$ cat src/rtl/core/cbsp_pkg.sv
// Shared types, constants and helpers of the cpio binary stream parser.
`default_nettype none

package cbsp_pkg;

    // Header layout and magic words
    localparam int HDR_BYTES   = 26;
    localparam int TRAILER_LEN = 11;
    localparam int REC_MAX     = 3;    // records one archive byte can cause
    localparam int QDEPTH      = 4;    // output queue entries

    localparam logic [7:0] MAGIC_HI = 8'hc7;
    localparam logic [7:0] MAGIC_LO = 8'h71;

    // Record kinds
    localparam logic [2:0] KIND_NAME   = 3'd0;
    localparam logic [2:0] KIND_HEADER = 3'd1;
    localparam logic [2:0] KIND_DATA   = 3'd2;
    localparam logic [2:0] KIND_END    = 3'd3;
    localparam logic [2:0] KIND_BADMAG = 3'd4;

    // Parse phases, one-hot
    typedef enum logic [6:0] {
        PH_HEADER   = 7'b0000001,
        PH_NAME     = 7'b0000010,
        PH_NAME_PAD = 7'b0000100,
        PH_DATA     = 7'b0001000,
        PH_DATA_PAD = 7'b0010000,
        PH_DONE     = 7'b0100000,
        PH_ERROR    = 7'b1000000
    } t_phase;

    // One result record
    typedef struct packed {
        logic [2:0]  rec_kind;
        logic        is_last;
        logic [7:0]  byte_value;
        logic [15:0] source_device;
        logic [15:0] inode_number;
        logic [15:0] mode_bits;
        logic [15:0] user_id;
        logic [15:0] group_id;
        logic [15:0] link_count;
        logic [15:0] link_device;
        logic [31:0] mod_time;
        logic [31:0] file_size;
    } t_rec;

    // Records produced by one accepted byte, in order
    typedef struct packed {
        t_rec [REC_MAX-1:0] recs;
        logic [1:0]         count;
    } t_push;

    // Header word from its two bytes; swapped means big-endian archive
    function automatic logic [15:0] hdr_word(input logic [7:0] b_even,
                                             input logic [7:0] b_odd,
                                             input logic       swapped);
        hdr_word = swapped ? {b_even, b_odd} : {b_odd, b_even};
    endfunction

    // Name of the end-of-archive entry, with its terminating zero
    function automatic logic [7:0] trailer_char(input logic [3:0] idx);
        case (idx)
            4'd0:    trailer_char = 8'h54;  // T
            4'd1:    trailer_char = 8'h52;  // R
            4'd2:    trailer_char = 8'h41;  // A
            4'd3:    trailer_char = 8'h49;  // I
            4'd4:    trailer_char = 8'h4c;  // L
            4'd5:    trailer_char = 8'h45;  // E
            4'd6:    trailer_char = 8'h52;  // R
            4'd7:    trailer_char = 8'h21;  // !
            4'd8:    trailer_char = 8'h21;  // !
            4'd9:    trailer_char = 8'h21;  // !
            default: trailer_char = 8'h00;
        endcase
    endfunction

endpackage

`default_nettype wire

$ cat src/rtl/core/cbsp_parser.sv
// Byte parser: header collection, name and data streaming, record generation.
`default_nettype none

module cbsp_parser
    import cbsp_pkg::*;
(
    input  wire logic       i_clk,
    input  wire logic       i_rst_n,
    input  wire logic       i_accept,    // byte transfer this cycle
    input  wire logic [7:0] i_byte,
    input  wire logic       i_ends,
    output t_push           o_push
);

    // State
    t_phase      r_phase, n_phase;
    logic [15:0] r_byte_count, n_byte_count;
    logic [7:0]  r_hdr [HDR_BYTES];
    logic [7:0]  m_hdr [HDR_BYTES];
    logic        r_swapped, n_swapped;
    logic [15:0] r_name_len, n_name_len;
    logic [31:0] r_remaining, n_remaining;
    logic        r_trailer, n_trailer;
    logic        r_padded, n_padded;

    // Record slots: streamed byte, header or end or bad magic, end flag
    t_rec rec_a, rec_b, rec_c;
    logic va, vb, vc;
    t_rec hdr_rec;
    logic [31:0] fsize;

    // Header store view with this byte written in
    always_comb begin
        logic [4:0] wa;
        wa = (r_byte_count >= 16'(HDR_BYTES)) ? 5'd0 : r_byte_count[4:0];
        for (int i = 0; i < HDR_BYTES; i++) begin
            m_hdr[i] = r_hdr[i];
        end
        if (r_phase == PH_HEADER) begin
            m_hdr[wa] = i_byte;
        end
    end

    // Header record from the store
    always_comb begin
        hdr_rec               = '0;
        hdr_rec.rec_kind      = KIND_HEADER;
        hdr_rec.source_device = hdr_word(m_hdr[2],  m_hdr[3],  r_swapped);
        hdr_rec.inode_number  = hdr_word(m_hdr[4],  m_hdr[5],  r_swapped);
        hdr_rec.mode_bits     = hdr_word(m_hdr[6],  m_hdr[7],  r_swapped);
        hdr_rec.user_id       = hdr_word(m_hdr[8],  m_hdr[9],  r_swapped);
        hdr_rec.group_id      = hdr_word(m_hdr[10], m_hdr[11], r_swapped);
        hdr_rec.link_count    = hdr_word(m_hdr[12], m_hdr[13], r_swapped);
        hdr_rec.link_device   = hdr_word(m_hdr[14], m_hdr[15], r_swapped);
        hdr_rec.mod_time      = {hdr_word(m_hdr[16], m_hdr[17], r_swapped),
                                 hdr_word(m_hdr[18], m_hdr[19], r_swapped)};
        fsize                 = {hdr_word(m_hdr[22], m_hdr[23], r_swapped),
                                 hdr_word(m_hdr[24], m_hdr[25], r_swapped)};
        hdr_rec.file_size     = fsize;
    end

    // Next state and records
    always_comb begin
        logic [15:0] cnt1;
        logic [15:0] nl;
        logic [15:0] fin_nl;
        logic        fin;
        logic        fin_tm;
        logic        tm;
        logic        done;
        logic [31:0] rem;

        cnt1   = '0;
        nl     = '0;
        fin_nl = r_name_len;
        fin    = 1'b0;
        fin_tm = r_trailer;
        tm     = r_trailer;
        done   = 1'b0;
        rem    = '0;

        n_phase      = r_phase;
        n_byte_count = r_byte_count;
        n_swapped    = r_swapped;
        n_name_len   = r_name_len;
        n_remaining  = r_remaining;
        n_trailer    = r_trailer;
        n_padded     = r_padded;

        rec_a = '0;
        rec_b = '0;
        rec_c = '0;
        va    = 1'b0;
        vb    = 1'b0;
        vc    = 1'b0;

        case (r_phase)
            PH_HEADER: begin
                cnt1 = ((r_byte_count >= 16'(HDR_BYTES)) ? 16'd0 : r_byte_count) + 16'd1;
                n_byte_count = cnt1;
                if (cnt1 == 16'd2 && m_hdr[0] == MAGIC_HI && m_hdr[1] == MAGIC_LO) begin
                    n_swapped = 1'b0;
                end else if (cnt1 == 16'd2 && m_hdr[0] == MAGIC_LO
                             && m_hdr[1] == MAGIC_HI) begin
                    n_swapped = 1'b1;
                end else if (cnt1 == 16'd2) begin
                    vb             = 1'b1;
                    rec_b.rec_kind = KIND_BADMAG;
                    n_phase        = PH_ERROR;
                end
                if (vb == 1'b0 && cnt1 == 16'(HDR_BYTES)) begin
                    nl           = hdr_word(m_hdr[20], m_hdr[21], r_swapped);
                    n_name_len   = nl;
                    n_byte_count = '0;
                    n_trailer    = 1'b1;
                    if (nl == 16'd0) begin
                        fin    = 1'b1;
                        fin_tm = 1'b1;
                        fin_nl = nl;
                    end else begin
                        n_phase = PH_NAME;
                    end
                end
            end
            PH_NAME: begin
                va               = 1'b1;
                rec_a.rec_kind   = KIND_NAME;
                rec_a.is_last    = ({1'b0, r_byte_count} + 17'd1) == {1'b0, r_name_len};
                rec_a.byte_value = i_byte;
                if (r_byte_count < 16'(TRAILER_LEN)
                    && i_byte != trailer_char(r_byte_count[3:0])) begin
                    tm = 1'b0;
                end
                n_trailer = tm;
                cnt1 = r_byte_count + 16'd1;
                n_byte_count = cnt1;
                if (cnt1 >= r_name_len) begin
                    if (r_name_len[0]) begin
                        n_phase = PH_NAME_PAD;
                    end else begin
                        fin    = 1'b1;
                        fin_tm = tm;
                    end
                end
            end
            PH_NAME_PAD: begin
                fin    = 1'b1;
                fin_tm = r_trailer;
            end
            PH_DATA: begin
                va               = 1'b1;
                rec_a.rec_kind   = KIND_DATA;
                rec_a.is_last    = (r_remaining <= 32'd1);
                rec_a.byte_value = i_byte;
                rem = r_remaining - {31'd0, (r_remaining != 32'd0)};
                n_remaining = rem;
                if (rem == 32'd0) begin
                    if (r_padded) begin
                        n_phase = PH_DATA_PAD;
                    end else begin
                        n_phase      = PH_HEADER;
                        n_byte_count = '0;
                    end
                end
            end
            PH_DATA_PAD: begin
                n_phase      = PH_HEADER;
                n_byte_count = '0;
            end
            PH_DONE: begin
                done = 1'b1;
            end
            default: begin
            end
        endcase

        // Name complete: end-of-archive entry or header record
        if (fin) begin
            vb = 1'b1;
            if (fin_tm && fin_nl >= 16'(TRAILER_LEN)) begin
                rec_b.rec_kind = KIND_END;
                n_phase        = PH_DONE;
            end else begin
                rec_b       = hdr_rec;
                n_remaining = fsize;
                n_padded    = fsize[0];
                if (fsize == 32'd0) begin
                    n_phase      = PH_HEADER;
                    n_byte_count = '0;
                end else begin
                    n_phase = PH_DATA;
                end
            end
        end

        // Source ends after this byte
        if (!done && i_ends && n_phase != PH_DONE) begin
            vc             = 1'b1;
            rec_c.rec_kind = KIND_END;
            n_phase        = PH_DONE;
        end
    end

    // Pack the records in order
    always_comb begin
        logic [1:0] k;
        k           = '0;
        o_push.recs = '0;
        if (va) begin
            o_push.recs[k] = rec_a;
            k = k + 2'd1;
        end
        if (vb) begin
            o_push.recs[k] = rec_b;
            k = k + 2'd1;
        end
        if (vc) begin
            o_push.recs[k] = rec_c;
            k = k + 2'd1;
        end
        o_push.count = i_accept ? k : 2'd0;
    end

    // Control state
    always_ff @(posedge i_clk) begin
        if (!i_rst_n) begin
            r_phase      <= PH_HEADER;
            r_byte_count <= '0;
            r_swapped    <= 1'b0;
            r_name_len   <= '0;
            r_remaining  <= '0;
            r_trailer    <= 1'b1;
            r_padded     <= 1'b0;
        end else if (i_accept) begin
            r_phase      <= n_phase;
            r_byte_count <= n_byte_count;
            r_swapped    <= n_swapped;
            r_name_len   <= n_name_len;
            r_remaining  <= n_remaining;
            r_trailer    <= n_trailer;
            r_padded     <= n_padded;
        end
    end

    // Header store
    always_ff @(posedge i_clk) begin
        if (i_accept) begin
            for (int i = 0; i < HDR_BYTES; i++) begin
                r_hdr[i] <= m_hdr[i];
            end
        end
    end

endmodule

`default_nettype wire

$ cat src/rtl/core/cbsp_out_queue.sv
// Output record queue: takes up to three records a cycle, gives one a cycle while i_ready is high.
`default_nettype none

module cbsp_out_queue
    import cbsp_pkg::*;
(
    input  wire logic  i_clk,
    input  wire logic  i_rst_n,
    input  wire t_push i_push,
    output logic       o_room,     // space for the records of one more byte
    output logic       o_valid,
    input  wire logic  i_ready,
    output t_rec       o_rec
);

    t_rec       r_q [QDEPTH];
    t_rec       n_q [QDEPTH];
    logic [2:0] r_count, n_count;
    logic       r_room;
    logic       pop;

    assign o_valid = (r_count != 3'd0);
    assign o_rec   = r_q[0];
    assign o_room  = r_room;
    assign pop     = o_valid & i_ready;

    // Shift on pop, append after the remaining entries
    always_comb begin
        logic [2:0] base;
        base    = r_count - {2'd0, pop};
        n_count = base + {1'b0, i_push.count};
        for (int j = 0; j < QDEPTH; j++) begin
            if (pop && j < QDEPTH - 1) begin
                n_q[j] = r_q[j + 1];
            end else begin
                n_q[j] = r_q[j];
            end
            for (int i = 0; i < REC_MAX; i++) begin
                if (2'(i) < i_push.count && base + 3'(i) == 3'(j)) begin
                    n_q[j] = i_push.recs[i];
                end
            end
        end
    end

    // Fill level and input room
    always_ff @(posedge i_clk) begin
        if (!i_rst_n) begin
            r_count <= '0;
            r_room  <= 1'b0;
        end else begin
            r_count <= n_count;
            r_room  <= (n_count <= 3'(QDEPTH - REC_MAX));
        end
    end

    // Entries
    always_ff @(posedge i_clk) begin
        for (int j = 0; j < QDEPTH; j++) begin
            r_q[j] <= n_q[j];
        end
    end

endmodule

`default_nettype wire

$ cat src/rtl/core/cpio_binary_stream_parser.sv
// Top level of the old-binary cpio archive stream parser.
//
// Input stream: one archive byte per transfer on s_axis; tlast marks that the
// source ends (or fails) after this byte and forces an end-of-archive record.
// Output stream: one record per transfer on m_axis; tuser carries the record
// kind (name byte, header, data byte, end, bad magic), tlast marks the last
// name byte or last data byte of an entry, tdata carries the byte and the
// header words. Fields that do not apply to a record kind read as zero.
// A byte's records enter the output queue at its transfer and leave on m_axis from the queue's head.
// Throughput: one byte per cycle while m_axis is ready and each byte yields at most one record;
// a byte that completes a name may yield up to three records, which drain
// through a four-entry output queue at one per cycle.
// s_axis_tready is high while the queue holds at most one record, so it drops
// when m_axis stalls or after a burst of records, and input waits.
// Reset (synchronous, active low) empties the queue, deasserts tready for
// the reset cycles and the first cycle after them, and returns the parser to
// awaiting a header.
// After the end record, or after bad magic, every further byte is taken and
// dropped; only the end flag still yields its end record after bad magic.
`default_nettype none

module cpio_binary_stream_parser
    import cbsp_pkg::*;
(
    input  wire logic         i_clk,
    input  wire logic         i_rst_n,
    // Archive bytes
    input  wire logic         s_axis_tvalid,
    output logic              s_axis_tready,
    input  wire logic [7:0]   s_axis_tdata,   // data_byte
    input  wire logic         s_axis_tlast,   // input_ends
    // Records
    output logic              m_axis_tvalid,
    input  wire logic         m_axis_tready,
    // byte_value, source_device, inode_number, mode_bits, user_id,
    // group_id, link_count, link_device, mod_time, file_size
    output logic [183:0]      m_axis_tdata,
    output logic [2:0]        m_axis_tuser,   // rec_kind
    output logic              m_axis_tlast    // is_last
);

    logic  in_xfer;
    logic  room;
    t_push push;
    t_rec  rec;

    assign s_axis_tready = room;
    assign in_xfer       = s_axis_tvalid & room;

    // Parser
    cbsp_parser u_parser (
        .i_clk    (i_clk),
        .i_rst_n  (i_rst_n),
        .i_accept (in_xfer),
        .i_byte   (s_axis_tdata),
        .i_ends   (s_axis_tlast),
        .o_push   (push)
    );

    // Output queue
    cbsp_out_queue u_queue (
        .i_clk    (i_clk),
        .i_rst_n  (i_rst_n),
        .i_push   (push),
        .o_room   (room),
        .o_valid  (m_axis_tvalid),
        .i_ready  (m_axis_tready),
        .o_rec    (rec)
    );

    // Record fields onto the bus
    assign m_axis_tuser = rec.rec_kind;
    assign m_axis_tlast = rec.is_last;
    assign m_axis_tdata = {rec.file_size, rec.mod_time, rec.link_device,
                           rec.link_count, rec.group_id, rec.user_id,
                           rec.mode_bits, rec.inode_number, rec.source_device,
                           rec.byte_value};

endmodule

`default_nettype wire

$ cat config.mk
export PLATFORM = sky130hd
export DESIGN_NAME = cpio_binary_stream_parser
export DESIGN_NICKNAME = d
export VERILOG_FILES = /design/src/rtl/core/cbsp_pkg.sv /design/src/rtl/core/cbsp_parser.sv /design/src/rtl/core/cbsp_out_queue.sv /design/src/rtl/core/cpio_binary_stream_parser.sv
export SDC_FILE = /design/constraint.sdc
export NUM_CORES = 2
export LEC_CHECK = 0
export BUFFER_PORTS_ARGS = -buffer_cell sky130_fd_sc_hd__buf_4
export CAP_MARGIN = 10
export CORE_ASPECT_RATIO = 1.5
export CORE_MARGIN = 2
export CORE_UTILIZATION = 45
export CTS_BUF_LIST = sky130_fd_sc_hd__clkbuf_16
export CTS_CLUSTER_SIZE = 24
export DETAILED_ROUTE_END_ITERATION = 8
export GPL_ROUTABILITY_DRIVEN = 0
export SLEW_MARGIN = 20
export SYNTH_ARGS = -nofsm -noshare
export SYNTH_HDL_FRONTEND = slang
export SYNTH_SLANG_ARGS = --single-unit
$ cat constraint.sdc
create_clock -name i_clk -period 12.69 [get_ports i_clk]
set_input_delay 0.6345 -clock i_clk [delete_from_list [all_inputs] [get_ports i_clk]]
set_output_delay 0.6345 -clock i_clk [all_outputs]
set_load 0.05 [all_outputs]
==> flow_summary.toml <==
[status]
outcome = "completed"

[cts]
cts_buffer_depth = 3
cts.htree.levels = 3
post-cts-setup-buffers = 0
clockRootBuffer = "clkbuf_16"
cts_hold_buffers = 0
insertion_delay_ps = 760
clock_sinks = 1045
cts_inserted_buffers = 106
cts_resized = 0
cts_tree = "yes"
clk_pin_slew_ps = 70

[global_routing]
grt.total_usage_pct = 31.5
antenna_found_initial = 4
overflow = 0
grt_pass1_vias = 50200
grt_max_degree = 228
grt_first_pass_wirelength_mm = 322

[power]
switching_share_pct = 37.0
ir_worst_vdd_mv = 0.290
intPower_mw = 7.62
p_comb_share_pct = 29.7
clkPwrFrac_pct = 26.7
p_leak_nw = 21.6
power_density_nw_per_um2 = 186
p_sw_mw = 4.48
p_seq_share_pct = 43.5

[setup_path]
cpPeakStageDelay_ps = 860
critPathMaxFanout = 135
crit_chain = "inv_1, ha_1, o311ai_0, and2_1, nand2_1, inv_1, ha_1, and3_1, o21ai_2, mux2_2, nand3b_1, or4b_2, o2bb2ai_1, and2_1, nand2b_1, ha_1, nand2_1, a21oi_1, o21ba_2, buf_4, nor2_1, nand3_4, buf_12, buf_4"
worstPathRequired_ps = 13050
r2r_start = "u_parser.r_byte_count[0]"
crit_top_cell = "ha_1"
criticalPathCategory = "reg -> reg"
cp-start-kind = "register"
arrival_ps = 10360
cp_slowest_cell = "buf_4"
crit_path_end_kind = "register"
startpoint = "u_parser.r_byte_count[0]"

[layout]
layout_common_cells = "edfxtp_1 (960), nand2_1 (782), a21oi_1 (781), nor2_1 (541), o21ai_0 (385)"
fin_nets = 6177
drive_gt1_share_pct = 9.47
fillCellCount = 12100
final_common_cell = "edfxtp_1"
final_cell_area_um2 = 65200
multi_input_area_um2 = 25600
syn_to_final_growth_pct = 10.1
seq_area_um2 = 30500
fin_cells = 7955

[detailed_routing]
ant_nets = 0
first_iter_violations = 5913
avgViaCountPerCell = 6.56
drc = 0
via_count = 52200
routedWlPerCell_um = 27.4
first_pass_iters = 6
routed_wl_mm = 218

[timing]
setup-violations-final = 0
timing.hold.ws_ps = 225
fin_crit_sh_pct = 78.8
fin_crit_ps = 10000
slew-limit-headroom_pct = 18.0
finClkSkew_ps = 43.4
final.setup.tns_ps = 0
fmax_mhz = 100
drv_slew = 0
hold_violations = 0
rsz0062_at_grt = "false"
worst_pin_slew_ps = 1230

[synth]
synth_area_um2 = 59200
syn_avg_cell_area_um2 = 9.38
synth_fp_nets = 6361
synth_edf_count = 960
ys_ff_latch = 1045
yosysTopAreaCell = "edfxtp_1"
synth_top_area_share_pct = 48.7
async_reset_ff_share_pct = 0
syn_inst = 6314
ys_seq_area_share_pct = 51.6
yosys_warnings = 0
synthDistinctLibCells = 93
synth_ff_type = "edfxtp_1"
synthTopCellsByArea = "edfxtp_1 (49%), a21oi_1 (6.6%), nand2_1 (5.0%)"

[floorplanning]
die_area_um2 = 135000
start_util_pct = 45.1
row_count = 163
core_um2 = 131000
ioPinCount = 203
die-width_um = 300
die_y_um = 448

[place]
io_buffer_count = 202
dpl_cell_area_um2 = 61700
hpwl_mm = 119
dp_cells = 7754

[worst_hold_path]
hold_start = "i_rst_n"
hp-class = "in -> reg"

[run]
maxCapViolations = 0
[area by class of cell]
cell class	count	share of cell area, %
Timing Repair Buffer	313	3.88
Clock buffer	109	4.19
Inverter	224	1.31
Sequential cell	1045	46.9
Clock inverter	91	1.12
Antenna cell	1	0.00384
Multi-Input combinational cell	4440	39.3
Tap cell	1732	3.33
[state kept, by name, summed over array words and instances (netlist names), named ones only]
name,cells
u_parser.r_phase,7
u_parser.r_byte_count,16
u_parser.r_trailer,1
u_parser.r_name_len,16
u_parser.r_swapped,1
u_queue.r_q,752
u_parser.r_padded,1
u_parser.r_remaining,32
u_parser.r_hdr,208
u_queue.r_count,3
u_queue.o_room,1
[worst max-delay path: cells and delay by family, from the launching register on]
family | cells | cell delay (ps)
buffers and inverters | 5 | 2640
adders and majority gates | 3 | 1070
muxes | 1 | 370
AOI/OAI and AO/OA | 5 | 2190
and+or+nand+nor | 10 | 2750
DFF | 1 | 500
[layer usage]
layer,share of wire [%],global-route usage (%),vias to the layer above
li1,-,-,23000
met1,37,39.0,25200
met2,47,52.1,3255
met3,9.7,5.51,692
met4,6.0,17.6,8
met5,0.023,0,-
[power groups by stage]
stage	logic, mW	registers (mW)	clock network [mW]
after floorplan	1.52	6.26	0
after global placement	3.51	5.32	0
after detailed placement	3.56	5.33	0
after CTS	3.57	5.27	3.27
after global routing	3.79	5.32	3.38
final	3.60	5.27	3.23
[metrics by stage]
step / setup slack, ps / power [mW] / utilization [%]
floorplan: 639 / 7.78 / -
global placement: 3030 / 8.83 / 47.0
detailed placement: 2680 / 8.88 / 47.0
CTS: 2650 / 12.1 / 49.7
global route: 2280 / 12.5 / 49.7
finish: 2690 / 12.1 / 49.7
[cells by family after synthesis]
family / Yosys count / synth area share (%)
AOI/OAI and AO/OA: 1947 / 20.1
adders and majority gates: 34 / 0.731
buffers and inverters: 829 / 5.62
DFF: 1045 / 51.6
muxes: 291 / 4.98
and+or+nand+nor: 2129 / 16.4
xor gates and xnor gates: 39 / 0.577
[worst paths after layout]
| kind | to | slack (ps) | cells after the start |
|---|---|---|---|
| setup / recovery | u_queue.r_q[2][132] | 2690 | 24 |
| hold / removal | u_parser.r_trailer | 220 | 2 |
| setup reg to reg | u_queue.r_q[2][132] | 2690 | 24 |
| hold reg to reg | u_parser.r_name_len[3] | 490 | 2 |
[Yosys cell counts, drive strengths merged, types with 8 or more instances]
master	instances
a211o	12
a21boi	11
o22ai	31
mux2	30
or3	19
edfxtp	960
or4	8
o31ai	15
xor2	13
a211oi	353
dfxtp	85
nand2b	16
a22oi	29
inv	221
nor2	546
nor2b	10
xnor2	26
o32ai	10
nand2	785
buf	188
and3	62
nor3	336
a31oi	10
a221oi	63
or2	11
nand4	84
nor4b	10
nand3	81
o211ai	156
clkbuf	417
o21ai	395
mux2i	261
a21oi	783
o21a	10
nor4	58
ha	33
and2	77
Note: power is estimated with default switching activity, not from simulation.
